**src/rtl/hba_pkg.sv**
```systemverilog
`timescale 1ns / 1ps
package hba_pkg;
    localparam int MAX_BLOCKS   = 64;
    localparam int HEAP_BYTES   = 65536;
    localparam int HEADER_BYTES = 24;
    localparam int IDX_W        = $clog2(MAX_BLOCKS);
    localparam int CNT_W        = IDX_W + 1;
    localparam int ENT_W        = 16 + 17 + 1;

    localparam logic [2:0] ST_DONE  = 3'd0;
    localparam logic [2:0] ST_ZERO  = 3'd1;
    localparam logic [2:0] ST_HEAP  = 3'd2;
    localparam logic [2:0] ST_TABLE = 3'd3;
    localparam logic [2:0] ST_BAD   = 3'd4;
    localparam logic [2:0] ST_NULL  = 3'd5;

    localparam logic [1:0] POL_BEST  = 2'd1;
    localparam logic [1:0] POL_WORST = 2'd2;

    localparam logic MODE_ALLOC = 1'b0;
    localparam logic MODE_FREE  = 1'b1;

    localparam logic [0:0] REG_POLICY = 1'b0;
    localparam logic [0:0] REG_LIMIT  = 1'b1;

    typedef struct packed {
        logic [15:0] start;
        logic [16:0] len;
        logic        free;
    } t_entry;
endpackage

```
**src/rtl/hba_ram.sv**
```systemverilog
`timescale 1ns / 1ps
module hba_ram #(
    parameter int WIDTH = 8,
    parameter int DEPTH = 16
) (
    input  logic                     i_clk,
    input  logic                     i_we,
    input  logic [$clog2(DEPTH)-1:0] i_waddr,
    input  logic [WIDTH-1:0]         i_wdata,
    input  logic [$clog2(DEPTH)-1:0] i_raddr,
    output logic [WIDTH-1:0]         o_rdata
);
    logic [WIDTH-1:0] r_mem [DEPTH];
    always_ff @(posedge i_clk) begin
        if (i_we) begin
            r_mem[i_waddr] <= i_wdata;
        end
        o_rdata <= r_mem[i_raddr];
    end
endmodule

```
**src/rtl/heap_block_allocator_top.sv**
```systemverilog
`timescale 1ns / 1ps
// channel | dir | fields
// s_axis  | in  | tuser: mode[0]; tdata: request_bytes[15:0], release_address[31:16]
// m_axis  | out | tdata: status[2:0], data_address[18:3], granted_bytes[35:19]
// apb     | in  | 0x0 fit_policy, 0x4 heap_limit
// allocate: each table entry is read and checked in turn, then on a split every entry
// above the picked one is moved up one slot before the remainder is written behind it
// release: one read-merge-write pass over the table entries
// zero and null requests go straight to the output register
// reset is synchronous and needs no clearing pass
// a result waits in the output register; the next transaction is taken once it is gone
module heap_block_allocator_top
    import hba_pkg::*;
(
    input  logic        i_clk,
    input  logic        i_rst_n,
    input  logic        s_axis_tvalid,
    output logic        s_axis_tready,
    input  logic        s_axis_tuser,   // mode
    input  logic [31:0] s_axis_tdata,   // request_bytes, release_address
    output logic        m_axis_tvalid,
    input  logic        m_axis_tready,
    output logic [39:0] m_axis_tdata,   // status, data_address, granted_bytes
    input  logic        psel,
    input  logic        penable,
    input  logic        pwrite,
    input  logic [2:0]  paddr,
    input  logic [31:0] pwdata,
    output logic [31:0] prdata,
    output logic        pready
);
    typedef enum logic [3:0] {
        S_IDLE, S_SRD, S_SCHK, S_PICK, S_SHRD, S_SHWR, S_SPLIT,
        S_MRD, S_MCHK, S_FLUSH, S_OUT
    } t_state;

    t_state            r_state;
    logic [1:0]        r_policy;
    logic [16:0]       r_limit;
    logic [CNT_W-1:0]  r_count;
    logic [16:0]       r_top;
    logic              r_mode;
    logic [16:0]       r_size;
    logic [15:0]       r_addr;
    logic [CNT_W-1:0]  r_i;
    logic [CNT_W-1:0]  r_w;
    logic              r_found;
    logic [IDX_W-1:0]  r_pick;
    logic [16:0]       r_pdiff;
    t_entry            r_pent;
    t_entry            r_acc;
    logic              r_have;
    logic [2:0]        r_st;
    logic [15:0]       r_da;
    logic [16:0]       r_gb;

    logic              we;
    logic [IDX_W-1:0]  waddr, raddr;
    t_entry            wdata, rd;
    logic [ENT_W-1:0]  rd_raw;

    hba_ram #(.WIDTH(ENT_W), .DEPTH(MAX_BLOCKS)) u_ram (
        .i_clk  (i_clk),
        .i_we   (we),
        .i_waddr(waddr),
        .i_wdata(wdata),
        .i_raddr(raddr),
        .o_rdata(rd_raw)
    );
    assign rd = t_entry'(rd_raw);

    logic        cfg_wr;
    logic [16:0] hend;
    logic [16:0] diff;
    logic        fits;
    logic [17:0] grow_end;
    logic [16:0] left;

    assign cfg_wr  = psel && penable && pwrite;
    assign pready  = 1'b1;
    assign prdata  = (paddr[2] == REG_LIMIT) ? {15'd0, r_limit} : {30'd0, r_policy};
    assign hend    = (r_limit > 17'(HEAP_BYTES)) ? 17'(HEAP_BYTES) : r_limit;
    assign diff    = rd.len - r_size;
    assign fits    = rd.free && (rd.len >= r_size);
    assign grow_end = {1'b0, r_top} + 18'(HEADER_BYTES) + {1'b0, r_size};
    assign left    = r_pent.len - r_size;

    assign s_axis_tready = (r_state == S_IDLE);
    assign m_axis_tvalid = (r_state == S_OUT);
    assign m_axis_tdata  = {4'd0, r_gb, r_da, r_st};

    always_comb begin
        we    = 1'b0;
        waddr = r_w[IDX_W-1:0];
        wdata = r_acc;
        raddr = r_i[IDX_W-1:0];
        case (r_state)
            S_SHWR: begin
                we    = 1'b1;
                waddr = IDX_W'(r_i + 1'b1);
                wdata = rd;
            end
            S_SPLIT: begin
                we    = 1'b1;
                waddr = IDX_W'(r_pick + 1'b1);
                wdata.start = 16'(r_pent.start + 16'(HEADER_BYTES) + r_size[15:0]);
                wdata.len   = 17'(left - 17'(HEADER_BYTES));
                wdata.free  = 1'b1;
            end
            S_PICK: begin
                waddr = r_found ? r_pick : r_count[IDX_W-1:0];
                wdata.start = r_found ? r_pent.start : r_top[15:0];
                wdata.len   = (r_found && !(left > 17'(HEADER_BYTES)
                               && r_count < CNT_W'(MAX_BLOCKS))) ? r_pent.len : r_size;
                wdata.free  = 1'b0;
                we    = r_found || (r_count < CNT_W'(MAX_BLOCKS) && grow_end <= {1'b0, hend});
            end
            S_MCHK: begin
                we    = r_have && !(r_acc.free && rd.free);
                waddr = r_w[IDX_W-1:0];
            end
            S_FLUSH: we = 1'b1;
            default: ;
        endcase
    end

    always_ff @(posedge i_clk) begin
        if (!i_rst_n) begin
            r_state  <= S_IDLE;
            r_policy <= '0;
            r_limit  <= 17'd65536;
            r_count  <= '0;
            r_top    <= '0;
        end else begin
            if (cfg_wr) begin
                if (paddr[2] == REG_POLICY) r_policy <= pwdata[1:0];
                else r_limit <= pwdata[16:0];
            end
            case (r_state)
                S_IDLE: if (s_axis_tvalid) begin
                    r_mode  <= (s_axis_tuser == MODE_FREE);
                    r_size  <= 17'({1'b0, s_axis_tdata[15:0]} + 17'd3) & ~17'd3;
                    r_addr  <= s_axis_tdata[31:16];
                    r_i     <= '0;
                    r_w     <= '0;
                    r_found <= 1'b0;
                    r_have  <= 1'b0;
                    r_da    <= '0;
                    r_gb    <= '0;
                    if (s_axis_tuser == MODE_ALLOC && s_axis_tdata[15:0] == 16'd0) begin
                        r_st <= ST_ZERO; r_state <= S_OUT;
                    end else if (s_axis_tuser == MODE_FREE && s_axis_tdata[31:16] == 16'd0) begin
                        r_st <= ST_NULL; r_state <= S_OUT;
                    end else begin
                        r_state <= (s_axis_tuser == MODE_FREE) ? S_MRD : S_SRD;
                    end
                end
                S_SRD: r_state <= (r_i == r_count) ? S_PICK : S_SCHK;
                S_SCHK: begin
                    if (fits && (!r_found || (r_policy == POL_BEST && diff < r_pdiff)
                                 || (r_policy == POL_WORST && diff > r_pdiff))) begin
                        r_found <= 1'b1;
                        r_pick  <= r_i[IDX_W-1:0];
                        r_pdiff <= diff;
                        r_pent  <= rd;
                    end
                    if (fits && r_policy != POL_BEST && r_policy != POL_WORST
                        && !r_found) begin
                        r_i <= r_count;
                    end else begin
                        r_i <= r_i + 1'b1;
                    end
                    r_state <= S_SRD;
                end
                S_PICK: begin
                    r_st <= ST_DONE;
                    if (r_found) begin
                        r_da <= 16'(r_pent.start + 16'(HEADER_BYTES));
                        if (left > 17'(HEADER_BYTES) && r_count < CNT_W'(MAX_BLOCKS)) begin
                            r_gb    <= r_size;
                            r_i     <= r_count - 1'b1;
                            r_state <= S_SHRD;
                        end else begin
                            r_gb    <= r_pent.len;
                            r_state <= S_OUT;
                        end
                    end else if (r_count >= CNT_W'(MAX_BLOCKS)) begin
                        r_st <= ST_TABLE; r_state <= S_OUT;
                    end else if (grow_end > {1'b0, hend}) begin
                        r_st <= ST_HEAP; r_state <= S_OUT;
                    end else begin
                        r_da    <= 16'(r_top[15:0] + 16'(HEADER_BYTES));
                        r_gb    <= r_size;
                        r_top   <= grow_end[16:0];
                        r_count <= r_count + 1'b1;
                        r_state <= S_OUT;
                    end
                end
                S_SHRD: r_state <= (r_i == CNT_W'(r_pick)) ? S_SPLIT : S_SHWR;
                S_SHWR: begin
                    r_i <= r_i - 1'b1;
                    r_state <= S_SHRD;
                end
                S_SPLIT: begin
                    r_count <= r_count + 1'b1;
                    r_state <= S_OUT;
                end
                S_MRD: r_state <= (r_i == r_count) ? S_FLUSH : S_MCHK;
                S_MCHK: begin
                    t_entry e;
                    e = rd;
                    if (r_mode && 16'(rd.start + 16'(HEADER_BYTES)) == r_addr) begin
                        if (rd.free) begin
                            r_st <= ST_BAD; r_state <= S_OUT;
                        end else begin
                            r_st <= ST_DONE;
                            r_gb <= rd.len;
                            r_mode <= 1'b0;
                        end
                        e.free = 1'b1;
                    end
                    if (!(r_mode && 16'(rd.start + 16'(HEADER_BYTES)) == r_addr && rd.free)) begin
                        if (r_have && r_acc.free && e.free) begin
                            r_acc.len <= 17'(r_acc.len + 17'(HEADER_BYTES) + e.len);
                        end else begin
                            if (r_have) r_w <= r_w + 1'b1;
                            r_acc  <= e;
                            r_have <= 1'b1;
                        end
                        r_i <= r_i + 1'b1;
                        r_state <= S_MRD;
                    end
                end
                S_FLUSH: begin
                    if (r_mode) begin
                        r_st <= ST_BAD;
                    end else begin
                        r_count <= r_w + 1'b1;
                    end
                    r_state <= S_OUT;
                end
                S_OUT: if (m_axis_tready) r_state <= S_IDLE;
                default: r_state <= S_IDLE;
            endcase
        end
    end
endmodule
```
**config.mk**
```make
export PLATFORM = sky130hd
export DESIGN_NAME = heap_block_allocator_top
export DESIGN_NICKNAME = d
export VERILOG_FILES = /design/src/rtl/hba_pkg.sv /design/src/rtl/hba_ram.sv /design/src/rtl/heap_block_allocator_top.sv
export SDC_FILE = /design/constraint.sdc
export NUM_CORES = 2
export LEC_CHECK = 0
export BUFFER_PORTS_ARGS = -buffer_cell sky130_fd_sc_hd__buf_2
export CORE_MARGIN = 2
export CORE_UTILIZATION = 50
export CTS_BUF_LIST = sky130_fd_sc_hd__clkbuf_2
export CTS_CLUSTER_DIAMETER = 200
export DETAILED_ROUTE_END_ITERATION = 8
export MAX_ROUTING_LAYER = met4
export PLACE_DENSITY = 0.77
export SYNTH_ARGS = -nofsm -noshare
export SYNTH_HDL_FRONTEND = slang
export SYNTH_SLANG_ARGS = --single-unit
```
**constraint.sdc**
```tcl
create_clock -name i_clk -period 13.3 [get_ports i_clk]
set_input_delay 1.995 -clock i_clk [delete_from_list [all_inputs] [get_ports i_clk]]
set_output_delay 1.995 -clock i_clk [all_outputs]
set_load 0.05 [all_outputs]
```
==> flow_summary.ini <==
[status]
status = finished, final reports clean

[floorplan]
initial_core_util_pct = 50.3
die_h_um = 450
io_pins = 150
core_area_mm2 = 0.197
die_area_mm2 = 0.202
die_w_um = 450
rows = 163

[yosys]
synth-edff-count = 2348
yosysWarnings = 0
ys_ff_latch = 2427
synth_area_leaders = edfxtp_1 71%, mux4_2 16%, ha_1 1.8%, dfxtp_1 1.6%, xnor2_1 0.84%
synth.distinct_cells = 81
synth_top_area_share_pct = 71.0
avgSynthCellArea_um2 = 20.0
async_flop_share_pct = 0
synthFlopType = edfxtp_1
synth_top_cell_by_area = edfxtp_1
yosysSeqAreaShare_pct = 72.6
syn_area_mm2 = 0.0994
syn_inst = 4964

[timing]
fmax_mhz = 135
slew_headroom_pct = 14.3
drv_slew = 0
setup_viol = 0
fin_crit_ps = 7430
rsz0062_at_grt = false
hold_viol = 0
finalSetupTns_ps = 0
period_share_pct = 55.8
finClkSkew_ps = 175
tightest_slew_ps = 1290

[cts]
cts_sinks = 2427
cts_htree_levels = 6
cts_setup_buffers = 0
cts_buffer_depth = 4
clkLatencyLatePin_ps = 1850
cts_hold_buf = 0
path_clk_slew_ps = 110
cts_resized = 0
cts.root.buffer_cell = clkbuf_2
numCtsBuffers = 597
cts_tree = built

[route]
drt-wirelength-per-cell_um = 27.4
routed_wirelength_um = 237000
via_count = 52600
drc = 0
ant_nets = 0
firstDrtPassIters = 7
viasPerCell = 6.10
initialDrtViolationCount = 6785

[critical_path]
crit_fanout = 18
critPathLaunchType = flop
r2r_setup_slack_ps = 5870
cp_data_required_time_ps = 14640
crit_type = flop to flop
crit_arrival_ps = 8770
critPathCaptureType = flop

[layout]
layout.nets = 5793
area_growth_pct = 10.1
drive_above_1_share_pct = 33.9
post-route-util_pct = 55.4
most-common-layout-cells = 2348 x edfxtp_1, 882 x clkbuf_2, 707 x mux4_2
final_common_cell = edfxtp_1

[global_routing]
grt_pass1_vias = 53200
antenna_found_initial = 18
grt_max_degree = 144
grt_pass1_wl_um = 348000
grt_overflow_total = 0
grt.total_usage_pct = 24.0

[power]
power_density_mw_per_mm2 = 191
power_leakage_nw = 35.9
ir_worst_vdd_mv = 0.172

[flow_run]
drv_cap = 0

[placement]
io_buffer_count = 112
dp_hpwl_um = 137000
routabilityCongestion = 0.898

[min_path]
min_path_type = input pin to flop
[logic make-up (layout without fill, tap and decap cells)]
group | count (synthesis) | in the layout | share of synthesized area (%)
muxes | 777 | 777 | 16.8
and+or+nand+nor | 645 | 645 | 3.05
buffers and inverters | 359 | 1353 | 1.46
adders and majority gates | 149 | 149 | 1.91
xor gates and xnor gates | 154 | 154 | 1.36
AOI/OAI and AO/OA | 451 | 451 | 2.88
other | 2 | 35 | 0.00756
DFF | 2427 | 2427 | 72.6
[routing by layer]
metal	GRT usage (%)	vias up	routed length [um]
met4	7.66	0	6080
met2	36.5	3127	113000
met1	32.5	27000	92300
li1	-	22100	-
met3	5.63	385	25200
met5	-	-	0
[sequential cells by signal, indices dropped and copies added, names as in the netlist, 3 cells and up]
register	flops
r_pick	6
r_acc	34
u_ram.o_rdata	34
r_pent	31
r_pdiff	17
r_limit	17
r_top	15
u_ram.r_mem	2176
r_st	3
r_addr	16
r_count	7
r_w	7
r_i	7
r_state	4
r_gb	17
r_size	15
r_da	16
[critical path, cell delays in order (launching register included)]
cell and delay, ps:
edfxtp_1 520, inv_1 440, ha_1 290, inv_1 60, ha_1 280, a21o_1 160
a21oi_1 210, nor2b_1 90, o21ai_0 220, a21oi_1 150, o41ai_1 420, o21ai_0 210
xor2_1 360, ha_1 310, a21oi_1 190, and3b_1 190, a31oi_1 150, nor2_1 320
a311oi_2 370, or3_1 770, nor2_4 760, buf_4 520
[worst paths after layout]
path | from | to | depth (start not counted)
max reg2reg | r_size[3]$_DFFE_PP_ | u_ram.r_mem[31][25]$_DFFE_PP_ | 21
max | r_size[3]$_DFFE_PP_ | u_ram.r_mem[31][25]$_DFFE_PP_ | 21
min reg2reg | r_top[2]$_SDFFE_PN0P_ | r_top[2]$_SDFFE_PN0P_ | 2
min | s_axis_tdata[17] | r_addr[1]$_DFFE_PP_ | 1
[report_power, final]
part / internal, W / total (W) / switching [W] / leakage (nW)
Combinational: 0.00272 / 0.00656 / 0.00385 / 10.0
Sequential: 0.00925 / 0.00952 / 0.000272 / 21.8
Clock: 0.00194 / 0.00482 / 0.00288 / 4.05
Total: 0.0139 / 0.0209 / 0.00700 / 35.9
[synth_stat cells (23+ instances only)]
cell type and n:
nor3_1 31, a21oi_1 135, inv_1 91, clkbuf_1 179, ha_1 144, xor2_1 58, nand3_1 44, xnor2_1 95
nor2_1 187, o21ai_0 105, a21o_1 28, buf_4 23, dfxtp_1 79, mux4_2 707, nand2_1 208, mux2i_1 39
buf_1 58, edfxtp_1 2348
[final cells by class]
type	instances	area, um2
clock buffer	882	4410
clock inverter	124	761
sequential	2427	72100
inverter	93	349
multi-input combinational	2196	26700
tap	2640	3300
timing repair buffer	254	1710
fill	14800	88000
antenna	15	37.5
[per-stage QoR]
stage                     area, um2  hold slack (ps)  power (W)  setup WS [ps]  instances
after floorplan               99400              420     0.0141            175       4982
after global placement       104000              454     0.0160           5990       7610
after detailed placement     104000              473     0.0162           5980       7610
after CTS                    109000              177     0.0210           5940       8616
after global routing         109000              220     0.0218           5580       8627
final                        109000              393     0.0209           5870       8631
(Power assumes the default switching activity.)
